<file path="src/hdl/agc_ng_pkg.sv">
`default_nettype none
package agc_ng_pkg;

   localparam int BLOCK_MAX      = 4096;
   localparam int POS_W          = $clog2(BLOCK_MAX);
   localparam int LEN_W          = 13;
   localparam int GAIN_FRAC_BITS = 12;
   localparam int TARGET_W       = 15;
   localparam int NUM_W          = TARGET_W + GAIN_FRAC_BITS;
   localparam int CNT_W          = $clog2(NUM_W);
   localparam int PEAK_W         = 17;
   localparam int SMP_W          = 16;
   localparam int GAIN_W         = 16;
   localparam int DIFF_W         = NUM_W + 1;
   localparam int GPROD_W        = DIFF_W + 17;
   localparam int GSUM_W         = GPROD_W - 16 + 1;
   localparam int APB_AW         = 5;
   localparam int APB_DW         = 32;

   localparam logic [GAIN_W-1:0] GAIN_ONE   = GAIN_W'(1 << GAIN_FRAC_BITS);
   localparam logic [GAIN_W-1:0] GAIN_RESET = GAIN_W'(4 << GAIN_FRAC_BITS);
   localparam logic [LEN_W-1:0]  LEN_MAX    = LEN_W'(BLOCK_MAX);

   typedef enum logic [2:0] {
      REG_BLOCK_LEN    = 3'd0,
      REG_GATE_OPEN    = 3'd1,
      REG_GATE_CLOSE   = 3'd2,
      REG_HOLD_BLOCKS  = 3'd3,
      REG_TARGET_LEVEL = 3'd4,
      REG_ATTACK_RATE  = 3'd5,
      REG_RELEASE_RATE = 3'd6,
      REG_GAIN_CEILING = 3'd7
   } reg_index_type;

   typedef struct packed {
      logic               func;
      logic signed [31:0] raw_word;
   } req_item_type;

   typedef struct packed {
      logic               out_valid;
      logic signed [15:0] pcm_sample;
      logic               block_last;
      logic               gate_is_open;
      logic [15:0]        applied_gain;
   } rsp_item_type;

   typedef struct packed {
      logic [12:0] block_len;
      logic [15:0] gate_open_level;
      logic [15:0] gate_close_level;
      logic [7:0]  hold_blocks;
      logic [14:0] target_level;
      logic [15:0] attack_rate;
      logic [15:0] release_rate;
      logic [15:0] gain_ceiling;
   } cfg_type;

   typedef enum logic [7:0] {
      ST_IDLE = 8'b0000_0001,
      ST_MUL  = 8'b0000_0010,
      ST_OUT  = 8'b0000_0100,
      ST_CHK  = 8'b0000_1000,
      ST_DIV  = 8'b0001_0000,
      ST_GMUL = 8'b0010_0000,
      ST_GUPD = 8'b0100_0000,
      ST_FIN  = 8'b1000_0000
   } state_type;

   typedef struct packed {
      logic capture;
      logic mul;
      logic commit;
      logic div_init;
      logic div_step;
      logic gmul;
      logic gupd;
      logic fin;
   } cmd_type;

   typedef struct packed {
      logic slot_free;
      logic live_end;
      logic gain_go;
      logic div_done;
   } status_type;

endpackage
`default_nettype wire

</file>
<file path="src/hdl/agc_ng_ctrl.sv">
`default_nettype none
module agc_ng_ctrl (
   input  wire logic                   clock,
   input  wire logic                   reset,
   input  wire logic                   req_valid,
   output logic                        req_ready,
   input  wire agc_ng_pkg::status_type status,
   output agc_ng_pkg::cmd_type         cmd
);

   agc_ng_pkg::state_type state_ff, state_in;

   assign req_ready = (state_ff == agc_ng_pkg::ST_IDLE);

   always_comb begin
      state_in = state_ff;
      cmd      = '0;
      case (state_ff)
         agc_ng_pkg::ST_IDLE: begin
            if (req_valid) begin
               cmd.capture = 1'b1;
               state_in    = agc_ng_pkg::ST_MUL;
            end
         end
         agc_ng_pkg::ST_MUL: begin
            cmd.mul  = 1'b1;
            state_in = agc_ng_pkg::ST_OUT;
         end
         agc_ng_pkg::ST_OUT: begin
            if (status.slot_free) begin
               cmd.commit = 1'b1;
               state_in   = status.live_end ? agc_ng_pkg::ST_CHK : agc_ng_pkg::ST_IDLE;
            end
         end
         agc_ng_pkg::ST_CHK: begin
            if (status.gain_go) begin
               cmd.div_init = 1'b1;
               state_in     = agc_ng_pkg::ST_DIV;
            end else begin
               state_in = agc_ng_pkg::ST_FIN;
            end
         end
         agc_ng_pkg::ST_DIV: begin
            cmd.div_step = 1'b1;
            if (status.div_done) begin
               state_in = agc_ng_pkg::ST_GMUL;
            end
         end
         agc_ng_pkg::ST_GMUL: begin
            cmd.gmul = 1'b1;
            state_in = agc_ng_pkg::ST_GUPD;
         end
         agc_ng_pkg::ST_GUPD: begin
            cmd.gupd = 1'b1;
            state_in = agc_ng_pkg::ST_FIN;
         end
         agc_ng_pkg::ST_FIN: begin
            cmd.fin  = 1'b1;
            state_in = agc_ng_pkg::ST_IDLE;
         end
         default: state_in = agc_ng_pkg::ST_IDLE;
      endcase
   end

   always_ff @(posedge clock) begin
      if (reset) begin
         state_ff <= agc_ng_pkg::ST_IDLE;
      end else begin
         state_ff <= state_in;
      end
   end

endmodule
`default_nettype wire

</file>
<file path="config.mk">
export PLATFORM = sky130hd
export DESIGN_NAME = agc_ng_ctrl
export DESIGN_NICKNAME = d
export VERILOG_FILES = /design/src/hdl/agc_ng_pkg.sv /design/src/hdl/agc_ng_ctrl.sv
export SDC_FILE = /design/constraint.sdc
export NUM_CORES = 1
export LEC_CHECK = 0
export BUFFER_PORTS_ARGS = -buffer_cell sky130_fd_sc_hd__buf_2
export CORE_MARGIN = 2
export CORE_UTILIZATION = 30
export DETAILED_ROUTE_END_ITERATION = 7
export SLEW_MARGIN = 10
export SYNTH_ARGS = -nofsm -noshare
export SYNTH_HDL_FRONTEND = slang
export SYNTH_SLANG_ARGS = --single-unit
export TNS_END_PERCENT = 50
</file>
<file path="constraint.sdc">
create_clock -name clock -period 4.1 [get_ports clock]
set_clock_uncertainty 0.05 [all_clocks]
set_input_delay 0.205 -clock clock [delete_from_list [all_inputs] [get_ports clock]]
set_output_delay 0.205 -clock clock [all_outputs]
set_load 0.02 [all_outputs]
</file>
# == Word level (Yosys, flattened, before mapping) ==
# Cells that the tools add are included.
# Widths: inputs -> output; s select.
# totals
output_inout_bits,9
word_cells,30
ff_bits,8
# classes
n_reduce_logical,1
n_eq_ne,11
n_mux,17
# op_table
op,n
$pmux 8 s7,1
$mux 8,4
$mux 1,11
$eq 8x1->1 const B,1
$eq 8x2->1 const B,1
$eq 8x3->1 const B,1
$eq 8x4->1 const B,1
$eq 8x5->1 const B,1
$eq 8x6->1 const B,1
$eq 8x7->1 const B,1
$eq 8x8->1 const B,1
$ne 2x2->1 const B,3
$mux 4,1
$reduce_and 3->1,1

# == Depth between registers and ports, before layout ==
# logic_depth
ltp_word,3
ltp_mapped,5

# == Worst setup path after synthesis ==
# Ideal clock, no wire load.
# synth_path
path_kind,reg-to-output
startpoint,register state_ff[4]
endpoint,output cmd[7] in the netlist's numbering
path_slack_ps,2115
n_path_buf,0
stages_incl_launch_ff,4
arrival_time_ps,1730
cell_sequence,dfxtp_1 or4_1 or3_4 nor3_1
# synth_lines
item,line_no,source
from (decl),agc_ng_ctrl.sv:11,"agc_ng_pkg::state_type state_ff, state_in;"
from (signal assigned),agc_ng_ctrl.sv:67,state_ff <= agc_ng_pkg::ST_IDLE;
from (signal assigned),agc_ng_ctrl.sv:69,state_ff <= state_in;
to (decl),agc_ng_ctrl.sv:8,output agc_ng_pkg::cmd_type cmd

==> key figures <==
Critical path
  – RR Startpoint: state_ff[6]
  – Worst endpoint data arrival time: 1.91 ns
  – Crit Path Class: reg -> out
  – Critical-path cell list: or4_1 > or3_4 > nor3_1 > buf_2
  – Setup crit end kind: output pin
  – Flop2flop setup slack: 2.26 ns
  – CP max-delay cell: or4_1
  – CP Launch Type: flip-flop
  – Critical path fanouts, max: 6
  – CP max stage delay: 0.56 ns
  – Worst r2r path cells: 5
  – Worst path required time: 3.85 ns
  – Worst flop-to-flop path endpoint: state_ff[1]

Place
  – Number of port buffers: 15
  – Gpl congestion: 0.8231
  – DP HPWL: 888.8 um
  – Dpl cells: 90

Logic synthesis
  – Post-synthesis cell type count: 28
  – Synth warn: 0
  – Post-synthesis average cell area: 8.249 sq um
  – Post-Syn Instances: 59
  – Seq/Total Area, Yosys: 0.3290
  – Seq cells post-synth: 8
  – Synthesized Nets: 66
  – Synth Cell Area: 486.7 sq um

Die
  – IO Count: 16
  – Die area: 1961 sq um
  – Core footprint: 1506 sq um
  – Die height: 44.28 um
  – Row count: 14
  – Initial Utilization: 0.3231
  – Die Wd: 44.28 um

Power and ir drop
  – Leakage power: 0.3047 nW
  – Power per cell area: 356.4 nW/um^2
  – VDD IR max: 0.0001582 V

Drt
  – Wire per inst: 11.96 um
  – First DRT Iteration DRCs: 8
  – DR vias/cell: 5.441
  – DRC viols: 0
  – Number of routed nets with antenna violations: 0
  – Post-Route WL: 1112 um
  – First-pass DRT Iterations: 4
  – Vias: 506

Clocking
  – Root Driver: clkbuf_4
  – Resize count post-CTS: 0
  – Hold buffers post-CTS: 0
  – CTS tree: done
  – Clk_lat worst skew: 0.26 ns
  – Clock H-tree levels: 1
  – Postcts setup bufs: 0
  – TritonCTS Buffers: 3
  – Clk sinks: 8
  – Clk slew on worst S/H paths: 0.06 ns
  – Longest Clk Path Bufs: 2

STA
  – Worst slew margin: 0.6059
  – Total negative slack: 0 ns
  – Hold Violations, Final: 0
  – Pins Over Slew Limit: 0
  – Peak Freq: 461.5 MHz
  – Worst Tran Pin Value: 0.5858 ns
  – Fin crit share: 0.5285
  – Hold_ws: 0.06256 ns
  – Tmin final: 2.167 ns
  – # setup viols final: 0
  – Setup repair after global routing missed its margin: no

Job
  – Max cap viols: 0

Global routing
  – Met2 Resource Use GR: 0.2029
  – Vias in the first global route: 446
  – Initial antenna violation count: 0
  – First-pass GRT wire length: 1863 um
  – Largest net degree at the start of global routing: 9
  – Global Route Usage Sum: 0.1290
  – Global Route met3 Usage: 0.02857
  – GRT met1 Usage: 0.1596
  – Top Usage Layer GRT: met2
  – GRT overflow: 0

Layout
  – Non-filler cells, final: 93
  – Fin nets: 86
  – Leading cell type in the layout, fill and taps excluded: buf_2
  – Max reg flops: 8
  – Multi-input logic area: 304.0 sq um
  – Largest regs: state_ff x8
  – Register area: 160.2 sq um
  – Layout cells sized above 1: 0.3247
  – Commonest non-fill, non-tap cells in the layout: buf_2, nor2_1, dfxtp_1, inv_1
  – Largest Register: state_ff
  – Fill cells: 163
  – Diodes inserted: 0
  – Area Growth Syn to Fin: 24.16%

Hold path
  – Hold Crit Endpoint: state_ff[2]
  – Hold WC Path Type: in -> reg
  – WHS Path Cells: 2
  – Hold_sp: reset

Status
  – Status: complete, no violations
how the worst max path moves through the flow:
stage                           start     end  depth (start not counted)
after floorplan           state_ff[4]  cmd[7]                          3
after global placement    state_ff[4]  cmd[7]                          4
after detailed placement  state_ff[4]  cmd[7]                          4
after CTS                 state_ff[4]  cmd[7]                          4
after global routing      state_ff[2]  cmd[7]                          4
final                     state_ff[4]  cmd[7]                          4
worst max-delay path: cells and delay by family (launching register included):
family / cells / cell delay, ns
AND/OR/NAND/NOR: 3 / 1.11
flip-flops: 1 / 0.35
buffers and inverters: 1 / 0.19
cell type report:
class,count,area share
clock buffers,3,0.03727
flip-flops and latches,8,0.2650
multi-input cells,45,0.5031
repair buffers,15,0.1242
well taps,16,0.03313
inverters,6,0.03727
kinds of logic after synthesis:
group / share of synthesized area
xor+xnor: 0.01800
compound gates: 0.1645
flops: 0.3290
buf+inv: 0.04627
simple gates: 0.4422
layer usage:
metal	vias up	wire [um]	part of all wire
met2	21	475	0.43
met3	2	67	0.060
met4	0	20	0.018
met5	-	0	0
li1	255	-	-
met1	228	548	0.49
power by group:
part	internal (mW)	switching, mW	total, mW
clock network	0.0336	0.0285	0.0621
registers	0.0831	0.00831	0.0914
logic	0.0260	0.0359	0.0618
total	0.143	0.0727	0.215
cell usage after synthesis (all sizes together):
cell / n / area share
inv: 6 / 0.046
a31oi: 2 / 0.026
and2b: 1 / 0.018
nand4b: 3 / 0.054
xor2: 1 / 0.018
a221oi: 1 / 0.018
dfxtp: 8 / 0.33
or2b: 1 / 0.018
o21a: 2 / 0.031
and4b: 2 / 0.044
a21oi: 2 / 0.028
and3: 2 / 0.026
a211oi: 2 / 0.031
nor2: 10 / 0.098
and2: 1 / 0.013
nand3: 1 / 0.010
nand2b: 2 / 0.026
o21ai: 3 / 0.031
or3: 1 / 0.023
nor4: 2 / 0.026
nor4b: 2 / 0.036
nor3: 2 / 0.021
or4: 2 / 0.031
stage by stage:
step                instance area [sq um]  utilization  total power, mW  worst slack [ns]
global route                        604.3       0.4012           0.2272             1.886
global placement                    581.8       0.3862           0.1552             2.212
floorplan                           486.7            -           0.1373             2.115
detailed placement                  581.8       0.3862           0.1550             2.217
finish                              604.3       0.4012           0.2154             1.933
CTS                                 604.3       0.4012           0.2156             1.941
No activity file was read; power rests on OpenSTA's default activity.
