===== config.mk =====
export PLATFORM = sky130hd
export DESIGN_NAME = agc_ng_csr
export DESIGN_NICKNAME = d
export VERILOG_FILES = /design/src/hdl/agc_ng_pkg.sv /design/src/hdl/agc_ng_csr.sv
export SDC_FILE = /design/constraint.sdc
export NUM_CORES = 1
export LEC_CHECK = 0
export ABC_AREA = 1
export BUFFER_PORTS_ARGS = -buffer_cell sky130_fd_sc_hd__buf_2
export CAP_MARGIN = 20
export CORE_AREA = 2 2 127 129
export CTS_CLUSTER_SIZE = 30
export DETAILED_ROUTE_END_ITERATION = 10
export DIE_AREA = 0 0 129 131
export HOLD_SLACK_MARGIN = 0.08
export MAX_ROUTING_LAYER = met4
export PLACE_DENSITY_LB_ADDON = 0.25
export REMOVE_ABC_BUFFERS = 1
export SYNTH_ARGS = -nofsm -noshare
export SYNTH_HDL_FRONTEND = slang
export SYNTH_SLANG_ARGS = --single-unit

===== constraint.sdc =====
create_clock -name clock -period 4.15 [get_ports clock]
set_input_delay 0.83 -clock clock [delete_from_list [all_inputs] [get_ports clock]]
set_output_delay 0.83 -clock clock [all_outputs]
set_load 0.005 [all_outputs]

===== src/hdl/agc_ng_pkg.sv =====
`default_nettype none
package agc_ng_pkg;

   localparam int BLOCK_MAX      = 4096;
   localparam int POS_W          = $clog2(BLOCK_MAX);
   localparam int LEN_W          = 13;
   localparam int GAIN_FRAC_BITS = 12;
   localparam int TARGET_W       = 15;
   localparam int NUM_W          = TARGET_W + GAIN_FRAC_BITS;
   localparam int CNT_W          = $clog2(NUM_W);
   localparam int PEAK_W         = 17;
   localparam int SMP_W          = 16;
   localparam int GAIN_W         = 16;
   localparam int DIFF_W         = NUM_W + 1;
   localparam int GPROD_W        = DIFF_W + 17;
   localparam int GSUM_W         = GPROD_W - 16 + 1;
   localparam int APB_AW         = 5;
   localparam int APB_DW         = 32;

   localparam logic [GAIN_W-1:0] GAIN_ONE   = GAIN_W'(1 << GAIN_FRAC_BITS);
   localparam logic [GAIN_W-1:0] GAIN_RESET = GAIN_W'(4 << GAIN_FRAC_BITS);
   localparam logic [LEN_W-1:0]  LEN_MAX    = LEN_W'(BLOCK_MAX);

   typedef enum logic [2:0] {
      REG_BLOCK_LEN    = 3'd0,
      REG_GATE_OPEN    = 3'd1,
      REG_GATE_CLOSE   = 3'd2,
      REG_HOLD_BLOCKS  = 3'd3,
      REG_TARGET_LEVEL = 3'd4,
      REG_ATTACK_RATE  = 3'd5,
      REG_RELEASE_RATE = 3'd6,
      REG_GAIN_CEILING = 3'd7
   } reg_index_type;

   typedef struct packed {
      logic               func;
      logic signed [31:0] raw_word;
   } req_item_type;

   typedef struct packed {
      logic               out_valid;
      logic signed [15:0] pcm_sample;
      logic               block_last;
      logic               gate_is_open;
      logic [15:0]        applied_gain;
   } rsp_item_type;

   typedef struct packed {
      logic [12:0] block_len;
      logic [15:0] gate_open_level;
      logic [15:0] gate_close_level;
      logic [7:0]  hold_blocks;
      logic [14:0] target_level;
      logic [15:0] attack_rate;
      logic [15:0] release_rate;
      logic [15:0] gain_ceiling;
   } cfg_type;

   typedef enum logic [7:0] {
      ST_IDLE = 8'b0000_0001,
      ST_MUL  = 8'b0000_0010,
      ST_OUT  = 8'b0000_0100,
      ST_CHK  = 8'b0000_1000,
      ST_DIV  = 8'b0001_0000,
      ST_GMUL = 8'b0010_0000,
      ST_GUPD = 8'b0100_0000,
      ST_FIN  = 8'b1000_0000
   } state_type;

   typedef struct packed {
      logic capture;
      logic mul;
      logic commit;
      logic div_init;
      logic div_step;
      logic gmul;
      logic gupd;
      logic fin;
   } cmd_type;

   typedef struct packed {
      logic slot_free;
      logic live_end;
      logic gain_go;
      logic div_done;
   } status_type;

endpackage
`default_nettype wire


===== src/hdl/agc_ng_csr.sv =====
`default_nettype none
module agc_ng_csr (
   input  wire logic                              clock,
   input  wire logic                              reset,
   input  wire logic                              psel,
   input  wire logic                              penable,
   input  wire logic                              pwrite,
   input  wire logic [agc_ng_pkg::APB_AW-1:0]     paddr,
   input  wire logic [agc_ng_pkg::APB_DW-1:0]     pwdata,
   output logic      [agc_ng_pkg::APB_DW-1:0]     prdata,
   output logic                                   pready,
   output agc_ng_pkg::cfg_type                    cfg
);

   agc_ng_pkg::cfg_type       cfg_ff, cfg_in;
   agc_ng_pkg::reg_index_type idx;
   logic                      wr;

   assign idx    = agc_ng_pkg::reg_index_type'(paddr[4:2]);
   assign wr     = psel & penable & pwrite;
   assign pready = 1'b1;
   assign cfg    = cfg_ff;

   always_comb begin
      cfg_in = cfg_ff;
      if (wr) begin
         case (idx)
            agc_ng_pkg::REG_BLOCK_LEN:    cfg_in.block_len        = pwdata[12:0];
            agc_ng_pkg::REG_GATE_OPEN:    cfg_in.gate_open_level  = pwdata[15:0];
            agc_ng_pkg::REG_GATE_CLOSE:   cfg_in.gate_close_level = pwdata[15:0];
            agc_ng_pkg::REG_HOLD_BLOCKS:  cfg_in.hold_blocks      = pwdata[7:0];
            agc_ng_pkg::REG_TARGET_LEVEL: cfg_in.target_level     = pwdata[14:0];
            agc_ng_pkg::REG_ATTACK_RATE:  cfg_in.attack_rate      = pwdata[15:0];
            agc_ng_pkg::REG_RELEASE_RATE: cfg_in.release_rate     = pwdata[15:0];
            agc_ng_pkg::REG_GAIN_CEILING: cfg_in.gain_ceiling     = pwdata[15:0];
            default: cfg_in = cfg_ff;
         endcase
      end
   end

   always_comb begin
      case (idx)
         agc_ng_pkg::REG_BLOCK_LEN:    prdata = {19'd0, cfg_ff.block_len};
         agc_ng_pkg::REG_GATE_OPEN:    prdata = {16'd0, cfg_ff.gate_open_level};
         agc_ng_pkg::REG_GATE_CLOSE:   prdata = {16'd0, cfg_ff.gate_close_level};
         agc_ng_pkg::REG_HOLD_BLOCKS:  prdata = {24'd0, cfg_ff.hold_blocks};
         agc_ng_pkg::REG_TARGET_LEVEL: prdata = {17'd0, cfg_ff.target_level};
         agc_ng_pkg::REG_ATTACK_RATE:  prdata = {16'd0, cfg_ff.attack_rate};
         agc_ng_pkg::REG_RELEASE_RATE: prdata = {16'd0, cfg_ff.release_rate};
         agc_ng_pkg::REG_GAIN_CEILING: prdata = {16'd0, cfg_ff.gain_ceiling};
         default:                      prdata = '0;
      endcase
   end

   always_ff @(posedge clock) begin
      if (reset) begin
         cfg_ff.block_len        <= 13'd4096;
         cfg_ff.gate_open_level  <= 16'd300;
         cfg_ff.gate_close_level <= 16'd150;
         cfg_ff.hold_blocks      <= 8'd80;
         cfg_ff.target_level     <= 15'd8000;
         cfg_ff.attack_rate      <= 16'd655;
         cfg_ff.release_rate     <= 16'd66;
         cfg_ff.gain_ceiling     <= 16'd49152;
      end else begin
         cfg_ff <= cfg_in;
      end
   end

endmodule
`default_nettype wire


Word-level counts from Yosys, hierarchy flattened:

Index checks and enable logic that the tools add are counted.

* register bits after elaboration: 116
* bits of input ports: 42
* output and inout port bits: 149

* equal/unequal tests: 7
* multiplexer cells: 1
* bitwise gates (word level): 2
* reductions and logical operators: 9

Operators by type and width (count)
* $pmux W32 S8: 1
* $reduce_and A2 Y1: 8
* $eq A3 B3 Y1 const B: 4
* $eq A3 B2 Y1 const B: 2
* $eq A3 B1 Y1 const B: 1
* $logic_not A3 Y1: 1
* $and A1 B1 Y1: 2

Longest topological paths before layout:

Gate-level depths: netlist (run 1).

* depth in word-level cells: 3
* gate-level depth with buffers: 9
* gate-level depth less buffers: 7

Worst setup path before layout (run 1):

OpenSTA, ideal clock, no wires.

* path type: input to output
* from: input paddr[2] in the netlist's numbering
* to: output prdata[10] in the netlist's numbering
* data arrival time: 1.710 ns
* setup slack: 1.610 ns
* stages: 8
* cells stage by stage: buf_6 > inv_1 > buf_4 > clkbuf_1 > nand4_1 > nand2_1 > inv_1 > nand3_1

* cells in the longest elaborated chain, start to end: 2
* elaborated cells between the ends (all ways): 9

RTL lines
* from (decl): RTL line agc_ng_csr.sv:8 `input wire logic [agc_ng_pkg::APB_AW-1:0] paddr,`
* $eq A3 B3 Y1, or another cell as far along: RTL line agc_ng_csr.sv:42 `case (idx)`
* $pmux W32 S8 *: RTL line agc_ng_csr.sv:42
* to (decl): RTL line agc_ng_csr.sv:10 `output logic [agc_ng_pkg::APB_DW-1:0] prdata,`

Every way passes the cells marked *; elsewhere a longest branch is shown, timed or not. The select of a mux whose other input is x is not followed.

Worst setup path in the final report (run 1):

* from: input paddr[3] in the netlist's numbering
* to: output prdata[13] in the netlist's numbering

The elaborated chain is that of the path after synthesis.

==> results summary, run 1 <==
The post-synthesis cell type count came out at 23. Summed over all layers, the routed wires come to 19,900 um. The total power per unit cell area is 396 mW/mm^2. The number of flip-flops in the largest register is between 100 and 150. From bottom edge to top edge, the die measures 131 um. The switching share of total power is 24.6%. The total negative setup slack is 0 ns. Dividing the detail-routed wire length by the instance count gives 17.3 um. The starting utilization of the core area is between 30 and 40%. Dividing the final minimum period by the clock period gives between 80% and 90%. After synthesis, the share of cell area in mux cells is 0%.

After filler insertion, the fill cell instance count of the layout stands at 1,653. The maximum number of pins on one net before global-route repair is 65. The gate count after technology mapping is 795.

The clock skew after layout is 0 ns. Dividing the synthesized area by the synthesized cell count gives approximately 6.8 um^2. The tree is rooted in a clkbuf_16. In the final layout, the multi-input gates occupy approximately 0.0026 mm^2. The compound-cell area share of the yosys netlist is 8.99%. The worst-case vdd ir drop is 0.000297 V. The first global-routing pass estimated approximately 30,000 um of wire. The register area share after synthesis is 43.2%. The via total after detailed routing came out at about 5,700. The count of cells resized by post-cts repair came out at 0. The power dissipated by switching net loads came out at 0.653 mW. The clock insertion delay at the later pin of the skew report is 0.42 ns.

Setup repair after global routing left no endpoint under its margin. The worst-margin pin slew came out at 0.857 ns. The region available for standard cell placement spans 0.0156 mm^2. For this run, design rule violations remaining after detail routing come to 0. The number of slew-limit violations in the final report was 0. The xor/xnor share of the synthesized area came out at 0%. The clock buffer count from CTS came out at 17. Hold timing on the final database bottoms out at a slack of 0.483 ns. The sequential share of power came out at between 40 and 50%. The count of nets left with antenna violations once routing finished came out at 0. The time the worst path needs with I/O delays and setup came out at 3.66 ns. In the global route stage, overall resource usage came out at 24.3%. Routability-driven placement finished with a final weighted congestion of 0.773. The number of endpoints with negative hold slack in the final report came to 0. The post-synthesis share of cell area spent on full adders, half adders and majority gates came out at 0%.

The number of core rows is 46. The area added between synthesis and finish came out at 24.8%. The critical path launch point type is an input port. The internal power is ~2 mW. The horizontal extent of the die is 129 um. Yosys printed 0 warnings. The clock network burns 49.7% of the power. Summing every instance area after synthesis gives 0.00537 mm^2. The number of flip-flops and latches in the synthesized netlist is 116. The worst-case headroom to the max-slew limit is 42.9%. Data on the critical path arrives at its endpoint at 2.83 ns.

The ratio of routed vias to standard cells came out at 4.95. The longest clock path from root to sink contains 2 buffers. The post-route netlist has 22.5% of its cells at a drive strength greater than 1. For this design, the CTS-stage hold fixing added 0 buffers.

The worst setup path is captured at a primary output. The register cell area after layout is 0.00232 mm^2. The number of buffers added for setup after CTS is 0. The data required time at the worst endpoint came out at 3.32 ns. After the first detailed-routing iteration, the DRC count stood at 532. Setup violations remaining at the end of the flow were counted as 0.

The type of the worst setup path is in -> out. The number of max-cap violations is 0. The area share of the largest cell type after synthesis came out at a little over two fifths. Combinational cells account for roughly 7.3% of the total power.

The overall die area came out at 0.0169 mm^2. The leakage power figure came out at about 3.4 nW. The half-perimeter wire length after detailed placement is 12,500 um. The run finished with clean final reports. Based on the critical path, the design can be clocked at up to ~0.27 GHz. The number of iterations in the first detailed-routing pass is 5.

TritonCTS built the clock tree. The clock sink total is 116. The number of global-route vias before repair came to about 5,100. Counting instances, the worst hold path has a depth of 2.

The area share of and/or/nand/nor cells after synthesis came out at 37.7%. Ranked by total cell area, the synthesized netlist is headed by dfxtp_1 43%, nor2_1 15%, nand2_1 9.5%. The initial antenna violation count came out at 0.

By area, the combinational part of the netlist is dominated by simple AND/OR/NAND/NOR gates. The biggest area contributor in the post-synthesis netlist is dfxtp_1. In this run the worst hold path is classified as reg -> reg. The worst-path maximum fanout came out at 19. Global routing finished with a remaining overflow of 0.

The total power is around 2.7 mW. The number of cells on the worst reg-to-reg path is 2. The top-level I/O count came out at 191. The H-tree was split into 4 levels.

The clock-pin slew on the worst setup and hold paths came out at 0.05 ns. The net count of the finished layout came out at 962. The port buffer count came out at 155.
per-layer routing:
metal,wire length (um),track usage [%],up-vias
li1,-,-,2810
met1,8650,31.3,2569
met2,9190,37.8,273
met3,1660,5.29,30
met4,397,8.63,0
met5,0,-,-
Yosys cell counts:
cell type,count
o21a_1,1
nand3_1,57
nor2_1,212
o21ai_0,90
a21oi_1,1
nor2_4,5
nand3_2,1
nand2_1,136
buf_1,9
buf_6,2
nand2_2,1
o211ai_1,2
dfxtp_1,116
inv_2,6
clkbuf_2,1
o21ai_1,1
clkbuf_1,27
nor2_2,3
conb_1,2
inv_1,30
buf_4,20
buf_2,17
nand4_1,55
final timing paths:
| kind | from | to | slack (ns) |
|---|---|---|---|
| max | paddr[3] | prdata[13] | 0.49 |
| min | cfg[115] | cfg[115] | 0.48 |
| max reg2reg | cfg[62] | cfg[62] | 3.47 |
| min reg2reg | cfg[115] | cfg[115] | 0.48 |
per-stage QoR:
step           utilization (%)  instances  setup slack, ns  cell area, um^2
2_1_floorplan                -        734             1.45             5030
3_3_place_gp              39.6       1117            0.504             6180
3_5_place_dp              39.6       1117            0.460             6180
4_1_cts                   43.0       1148            0.505             6700
5_1_grt                   43.0       1148            0.342             6700
6_report                  43.0       1149            0.493             6710
worst max-delay path, stage by stage:
cell and delay [ns]:
buf_2 0.39, buf_4 0.34, nand3_1 0.61, o21ai_0 0.39, nor2_1 0.08, nand2_1 0.07
buf_2 0.10
cells by family (layout without fill, tap and decap cells):
family,Yosys count,in the layout
buffers and inverters,112,234
AOI/OAI and AO/OA,95,95
DFF,116,116
other,2,18
and+or+nand+nor,470,470
power by group through the flow:
stage | registers, mW | clock network, mW | logic [mW]
floorplan | 1.16 | 0 | 0.0772
global route | 1.14 | 1.38 | 0.216
CTS | 1.14 | 1.32 | 0.194
finish | 1.14 | 1.32 | 0.195
detailed placement | 1.16 | 0 | 0.193
global placement | 1.16 | 0 | 0.192
area by class of cell:
type	instances	area share (%)
multi-input combinational	582	38.4
sequential	116	34.6
timing repair buffer	167	13.1
clock buffer	26	7.44
tap	216	4.03
inverter	36	2.01
clock inverter	5	0.373
antenna	1	0.0373
cell usage in the layout (no fill, tap or decap), types with 2 or more instances in the layout:
cell and count:
nor2_2 3, o211ai_1 2, nand4_1 55, clkbuf_1 5, buf_4 11, nor2_4 5, buf_2 155, nand3_1 57
clkinv_2 5, clkbuf_16 17, inv_1 29, dfxtp_1 116, o21ai_0 90, nand2_1 136, conb_1 17, inv_2 7
clkbuf_8 4, nor2_1 212
Note: power is estimated with default switching activity, not from simulation.
==> run 2: changes to the inputs <==
--- a/config.mk
+++ b/config.mk
@@ -15,7 +15,6 @@
 export HOLD_SLACK_MARGIN = 0.08
 export MAX_ROUTING_LAYER = met4
 export PLACE_DENSITY_LB_ADDON = 0.25
-export REMOVE_ABC_BUFFERS = 1
 export SYNTH_ARGS = -nofsm -noshare
 export SYNTH_HDL_FRONTEND = slang
 export SYNTH_SLANG_ARGS = --single-unit
==> run 2 against run 1 <==
Against the previous run:
- clock-buffer cell count decreased by 2
- routed wire length increased by 0.38%
- cell count unchanged
- first-iteration DRC count down 4.9%
- total power grew 11%
- clock skew unchanged
- die area stayed put
- core utilization rose by 0.69 points
- sequential share of layout area down 0.55 points
- critical path type unchanged
- non-clock buffer count unchanged
- worst hold slack got worse by 0.0041 ns
- critical path depth rose by 1
==> results summary, run 2 (same netlist as run 1, synthesis figures left out) <==
The clock skew after layout came out at 0 ns (unchanged). The clock sink total is 116 (unchanged). The final antenna-violating net count is 0 (unchanged).

In this run the clock root is driven by a clkbuf_16. The final count of negative-setup-slack endpoints came out at 0 (unchanged). The count of cells resized by post-cts repair came to 0 (unchanged).

The area of the core region came out at 0.0156 mm^2 (unchanged). The number of core rows is 46 (unchanged). The overall die area came to 0.0169 mm^2 (unchanged). The number of cells after detailed placement is 1,117 (unchanged). The destination of the worst register-to-register timing path is cfg[26]. The weighted congestion reported at the end of routability-driven placement came to 0.888 (+15%). STA classifies the critical path startpoint as an input port. The ratio of routed vias to standard cells came out at 4.91 (-0.76%). The startpoint of the worst-slack reg-to-reg timing path is cfg[26].

The number of buffers added for setup after CTS came to 0 (unchanged). The final wirelength came out at 20,000 um (+0.38%). The fraction of layout instances using a drive strength above 1 came out at 22.9% (+0.40 points). The net count of the finished layout is 962 (unchanged). The critical path capture point type is a primary output. The flow ran to the end, and the final reports show no timing, DRC or antenna violations. The total power per unit cell area came out at 433 mW/mm^2 (+9.4%). The diode insertion count for antenna repair is 0 (-1). The number of iterations in the first detailed-routing pass came out at 5 (unchanged).

The number of buffers inserted for hold repair after clock tree synthesis came to 0 (unchanged). The top cell types in the final layout, fill and taps aside, are 212 x nor2_1, 155 x buf_2, 136 x nand2_1. The path depth of the worst reg2reg path is 2 (unchanged).

The clock-pin slew on the worst setup and hold paths came out at 0.05 ns (about the same). The remaining design rule violation count is 0 (unchanged). The total number of H-tree levels is 4 (unchanged). The arrival time at the worst endpoint came out at 2.46 ns (-0.37 ns).

TritonCTS built the clock tree. The type of the worst setup path is in -> out. The worst hold margin was 0.479 ns (-0.00409 ns).

The number of flip-flops in the largest register came out at 116 (unchanged). The final core utilization is 43.7% (+0.69 points). The time the worst path needs with I/O delays and setup was 3.29 ns (-0.368 ns). The worst-case headroom to the max-slew limit came out at 55.1% (+12 points). The wire length per cell after detailed routing is 17.4 um (+0.38%). The all-layer global routing usage came out at 24.3% (about the same). The worst-path maximum fanout is 25 (+6). The starting utilization of the core area came out at 34.4% (unchanged).

The worst-case vdd ir drop came to 0.000281 V (-5.4%). The number of endpoints with negative hold slack in the final report came out at 0 (unchanged). The port buffer count came out at 155 (unchanged).

In this run the worst setup path begins at paddr[3]. The via total after detailed routing came out at 5,639 (-0.76%). Setup repair after global routing left no endpoint under its margin. The number of slew-limit violations in the final report came out at 0 (unchanged). The number of cells on the worst hold path is 2 (unchanged). The worst hold path belongs to the class reg -> reg. The critical hold path startpoint is cfg[115]. The post-layout worst setup margin is 0.861 ns (+0.368 ns). The register-to-register setup slack is 3.47 ns (about the same). The maximum number of pins on one net before global-route repair is 44 (-32%). The number of max-cap violations came out at 0 (unchanged). The leakage power figure came out at 3.47 nW (+1.3%). The maximum count of clock buffers along a single path is 2 (unchanged). The number of global-route vias before repair came out at 5,062 (-0.69%).

The global-route congestion overflow total came to 0 (unchanged). The top-level I/O count is 191 (unchanged). The data required time at the worst endpoint was 3.32 ns (about the same). The highest achievable clock rate is 0.304 GHz (+11%).

The worst-margin pin slew is 0.673 ns (-0.185 ns). The number of standard cells in the final layout excluding fillers is 1,149 (unchanged). The starting DRC count in detailed routing is 506 (-4.9%). The clock buffer count from CTS was 17 (unchanged). The half-perimeter wire length after detailed placement is 14,200 um (+14%). The clock insertion delay at the later pin of the skew report came out at 0.42 ns (about the same). The horizontal extent of the die came out at 129 um (unchanged). The portion of the clock cycle consumed by the worst path in the final layout is 79.3% (-8.9 points).

The total negative setup slack is 0 ns (unchanged). The sink of the worst hold path is cfg[115]. The worst slack after detailed placement is 0.851 ns (+0.391 ns).

The leading cell type in the layout, fill and taps excluded is nor2_1. The initial antenna violation count was 0 (unchanged). The y dimension of the die came to 131 um (unchanged). The global-route wire length before repair was 29,600 um (+0.31%).

Compared with the post-synthesis result, the final layout area differs by 26.8%.
==> run 2: cell types whose count changed in the layout (fill, tap and decap cells not counted) <==
cell	before	now
clkbuf_1	5	2
clkbuf_8	4	5
buf_12	1	0
buf_4	11	12
clkinv_2	5	2
clkinvlp_4	0	2
bufinv_16	0	4
diode_2	1	0
==> run 2: per-stage QoR <==
step                total power [mW]  cell area, um^2
detailed placement              1.36             6170
floorplan                       1.28             5430
CTS                             2.96             6810
global route                    3.03             6810
finish                          2.95             6810
global placement                1.36             6170
==> run 2: worst max-delay path by stage <==
stage	depth (start not counted)	slack [ns]	to
final	8	0.86	prdata[6]
after global routing	8	0.76	prdata[10]
after CTS	8	0.87	prdata[10]
after floorplan	8	1.61	prdata[10]
after global placement	8	0.87	prdata[10]
after detailed placement	8	0.85	prdata[10]
==> run 2: final cells by class <==
| type | instances | area (um^2) |
|---|---|---|
| well taps | 216 | 270 |
| flip-flops and latches | 116 | 2320 |
| multi-input cells | 582 | 2570 |
| clock inverters | 8 | 145 |
| clock buffers | 24 | 502 |
| repair buffers | 167 | 866 |
| fillers | 1647 | 8780 |
| inverters | 36 | 135 |
==> run 2: power breakdown <==
group	internal (mW)	switching, mW
Sequential	1.13	0.0120
Combinational	0.0545	0.146
Clock	1.08	0.526
==> run 2: worst max-delay path: stages <==
cell and delay, ns:
buf_2 0.18, buf_4 0.26, nor2_4 0.34, nand2_1 0.12
inv_1 0.35, nand2_1 0.09, nand3_1 0.15, buf_2 0.14
==> run 2: metal layers <==
layer,GRT usage [%],share of wire [%],wire [um],vias to the layer above
met3,5.90,7.5,1500,33
met2,34.5,43,8510,239
met1,32.9,47,9390,2556
li1,-,-,-,2811
met5,-,0,0,-
met4,10.1,2.9,584,0
==> run 3: changes to the inputs <==
==> constraint.sdc (replaced) <==
create_clock -name clock -period 3.1 [get_ports clock]
set_input_delay 0.62 -clock clock [delete_from_list [all_inputs] [get_ports clock]]
set_output_delay 0.62 -clock clock [all_outputs]
set_load 0.005 [all_outputs]
==> run 3 against run 2 <==
Against the previous run:
- design area increased by 0.72%
- worst hold slack better by 0.0055 ns
- register-to-register slack worse by 1.1 ns
- critical path depth did not move
- critical endpoint is now prdata[13]
- highest routed layer unchanged
- largest power group unchanged
- largest cell class unchanged
==> results summary, run 3 (same netlist as run 1, synthesis figures left out) <==
The flow ran to the end, and the final reports show no timing, DRC or antenna violations. The wire length per cell after detailed routing was 17.4 um (-0.14%). The post-layout worst setup margin came out at 0.374 ns (-0.487 ns). The ratio of routed vias to standard cells is 4.93 (+0.36%). The number of buffers added for setup after CTS came out at 0 (unchanged). The area after detailed placement is 0.00620 mm^2 (+0.57%). The number of flip-flops in the largest register came to 116 (unchanged). The final wirelength is 20,000 um (+0.13%). The y dimension of the die was 131 um (unchanged). The top-level I/O count is 191 (unchanged). The number of slew-limit violations in the final report came to 0 (unchanged). The all-layer global routing usage is 24.6% (+0.35 points). The worst-case headroom to the max-slew limit was 64.3% (+9.2 points). The type of the worst setup path is in -> out. The total power per unit cell area is 584 mW/mm^2 (+35%). The count of buffering cells on the critical path with inverters included is 2 (-2). The worst hold margin is 0.484 ns (+0.00548 ns). The number of buffers inserted for hold repair after clock tree synthesis came to 0 (unchanged).

The total power is 4.01 mW (+36%). The fraction of layout instances using a drive strength above 1 was 23.2% (+0.25 points). The delay of the slowest cell on the worst path is 0.39 ns (+0.04 ns).

The worst-margin pin slew came out at 0.535 ns (-0.137 ns). The tightest min-delay check is of the reg -> reg type. The port buffer count came out at 155 (unchanged).

The clock-pin slew on the worst setup and hold paths is 0.06 ns (about the same). In this design, the largest share of critical-path delay is due to simple AND/OR/NAND/NOR gates. Traced cell by cell, the critical path runs through buf_2 > nand2_1 > nor2_4 > nand2_1 > o21ai_0 > nor2_1 > nand2_1 > buf_2. Based on the critical path, the design can be clocked at up to 0.367 GHz. The diode insertion count for antenna repair came to 0 (unchanged).

The number of core rows is 46 (unchanged). The clock sink total is 116 (unchanged). The worst setup path is captured at a primary output. The area used by multi-input combinational logic is 0.00257 mm^2 (unchanged). The weighted congestion reported at the end of routability-driven placement came out at 0.837 (-5.7%).

The total negative setup slack is 0 ns (unchanged). The register cell area after layout was 0.00232 mm^2 (unchanged). The library cell used most frequently in the layout, excluding fill and tap cells, is nor2_1. The via total after detailed routing was 5,674 (+0.62%). The maximum count of clock buffers along a single path came out at 2 (unchanged). The total number of H-tree levels came out at 4 (unchanged).

The number of filler cells placed in the layout is 1,629 (-1.1%). The data required time at the worst endpoint is 2.48 ns (-0.84 ns). The number of cells after detailed placement is 1,120 (+0.27%). The time the worst path needs with I/O delays and setup came out at about 2.7 ns. The cell with the biggest individual delay on the critical path is nor2_4. Among the stages of the critical path, the cell type that occurs most often is nand2_1. The worst setup path is launched from an input port. The number of max-cap violations came to 0 (unchanged). The arrival time at the worst endpoint is 2.11 ns (-0.35 ns). The final antenna-violating net count came out at 0 (unchanged). The number of endpoints with negative hold slack in the final report is 0 (unchanged). The clock skew after layout is 0 ns (unchanged). The overall die area is 0.0169 mm^2 (unchanged). The clock insertion delay at the later pin of the skew report came out at 0.42 ns (about the same). The half-perimeter wire length after detailed placement came to 14,200 um (-0.28%). The top cell types in the final layout, fill and taps aside, are 212 x nor2_1, 155 x buf_2, 136 x nand2_1.

The worst slack after detailed placement was 0.393 ns (-0.458 ns). The number of standard cells in the final layout excluding fillers came to 1,152 (+0.26%). TritonCTS built the clock tree. The cell area after layout is 0.00686 mm^2 (+0.72%). The remaining design rule violation count is 0 (unchanged).

The count of cells resized by post-cts repair came out at 0 (unchanged). The starting DRC count in detailed routing came out at 480 (-5.1%). The final count of negative-setup-slack endpoints came out at 0 (unchanged). The global-route wire length before repair came out at 29,900 um (+1.3%). The final core utilization is 44.0% (+0.31 points). The clock buffer count from CTS was 17 (unchanged). The starting utilization of the core area came out at 34.4% (unchanged). The area of the core region is 0.0156 mm^2 (unchanged).

The number of global-route vias before repair came to 4,996 (-1.3%). The portion of the clock cycle consumed by the worst path in the final layout is 88.0%. The area added between synthesis and finish came out at 27.7%. The initial antenna violation count was 0 (unchanged).

The horizontal extent of the die is 129 um (unchanged). The net count of the finished layout is 965 (+0.31%). Setup repair after global routing left no endpoint under its margin. The worst-case vdd ir drop is 0.000383 V (+36%). The cell sitting at the root of the clock tree is a clkbuf_16.

The number of iterations in the first detailed-routing pass was 4 (-1). The worst-path maximum fanout came out at 19 (-24%). The leakage power figure came out at 3.50 nW (+0.86%). The maximum number of pins on one net before global-route repair is 117 (+170%).

The global-route congestion overflow total came to 0 (unchanged).
==> run 3: cell types whose count changed in the layout (fill, tap and decap cells not counted) <==
cell	before	now
buf_4	12	14
clkbuf_8	5	4
bufinv_16	4	5
clkinvlp_4	2	1
buf_12	0	1
clkinv_2	2	3
==> run 3: path summary, 6_finish.rpt <==
| kind | from | to | slack (ns) | depth (start not counted) |
|---|---|---|---|---|
| setup / recovery | paddr[2] | prdata[13] | 0.37 | 8 |
| hold / removal | cfg[56] | cfg[56] | 0.48 | 2 |
| setup reg to reg | cfg[43] | cfg[43] | 2.41 | 2 |
| hold reg to reg | cfg[56] | cfg[56] | 0.48 | 2 |
==> run 3: layout make-up <==
class                      instances  area share [%]
tap                              216            3.94
timing repair buffer             170            13.1
inverter                          36            1.97
sequential                       116            33.8
multi-input combinational        582            37.5
clock inverter                     9            2.52
clock buffer                      23            7.11
==> run 3: tightest hold or removal path, cell delays in order, from the launching register on <==
cell and delay (ns):
dfxtp_1 0.32, nand2_1 0.06, nand3_1 0.05
==> run 3: power breakdown <==
part	switching, mW	internal [mW]	leakage (nW)
Combinational	0.195	0.0765	2.24
Sequential	0.0166	1.51	0.938
Clock	0.705	1.51	0.323
Total	0.916	3.09	3.50
==> run 3: layer usage <==
layer	vias up	GRT usage (%)	share of wire, %	wire (um)
met5	-	-	0	0
met4	0	7.74	1.7	342
met3	29	5.13	8.1	1630
met2	262	35.4	43	8620
met1	2574	34.6	47	9420
li1	2809	-	-	-
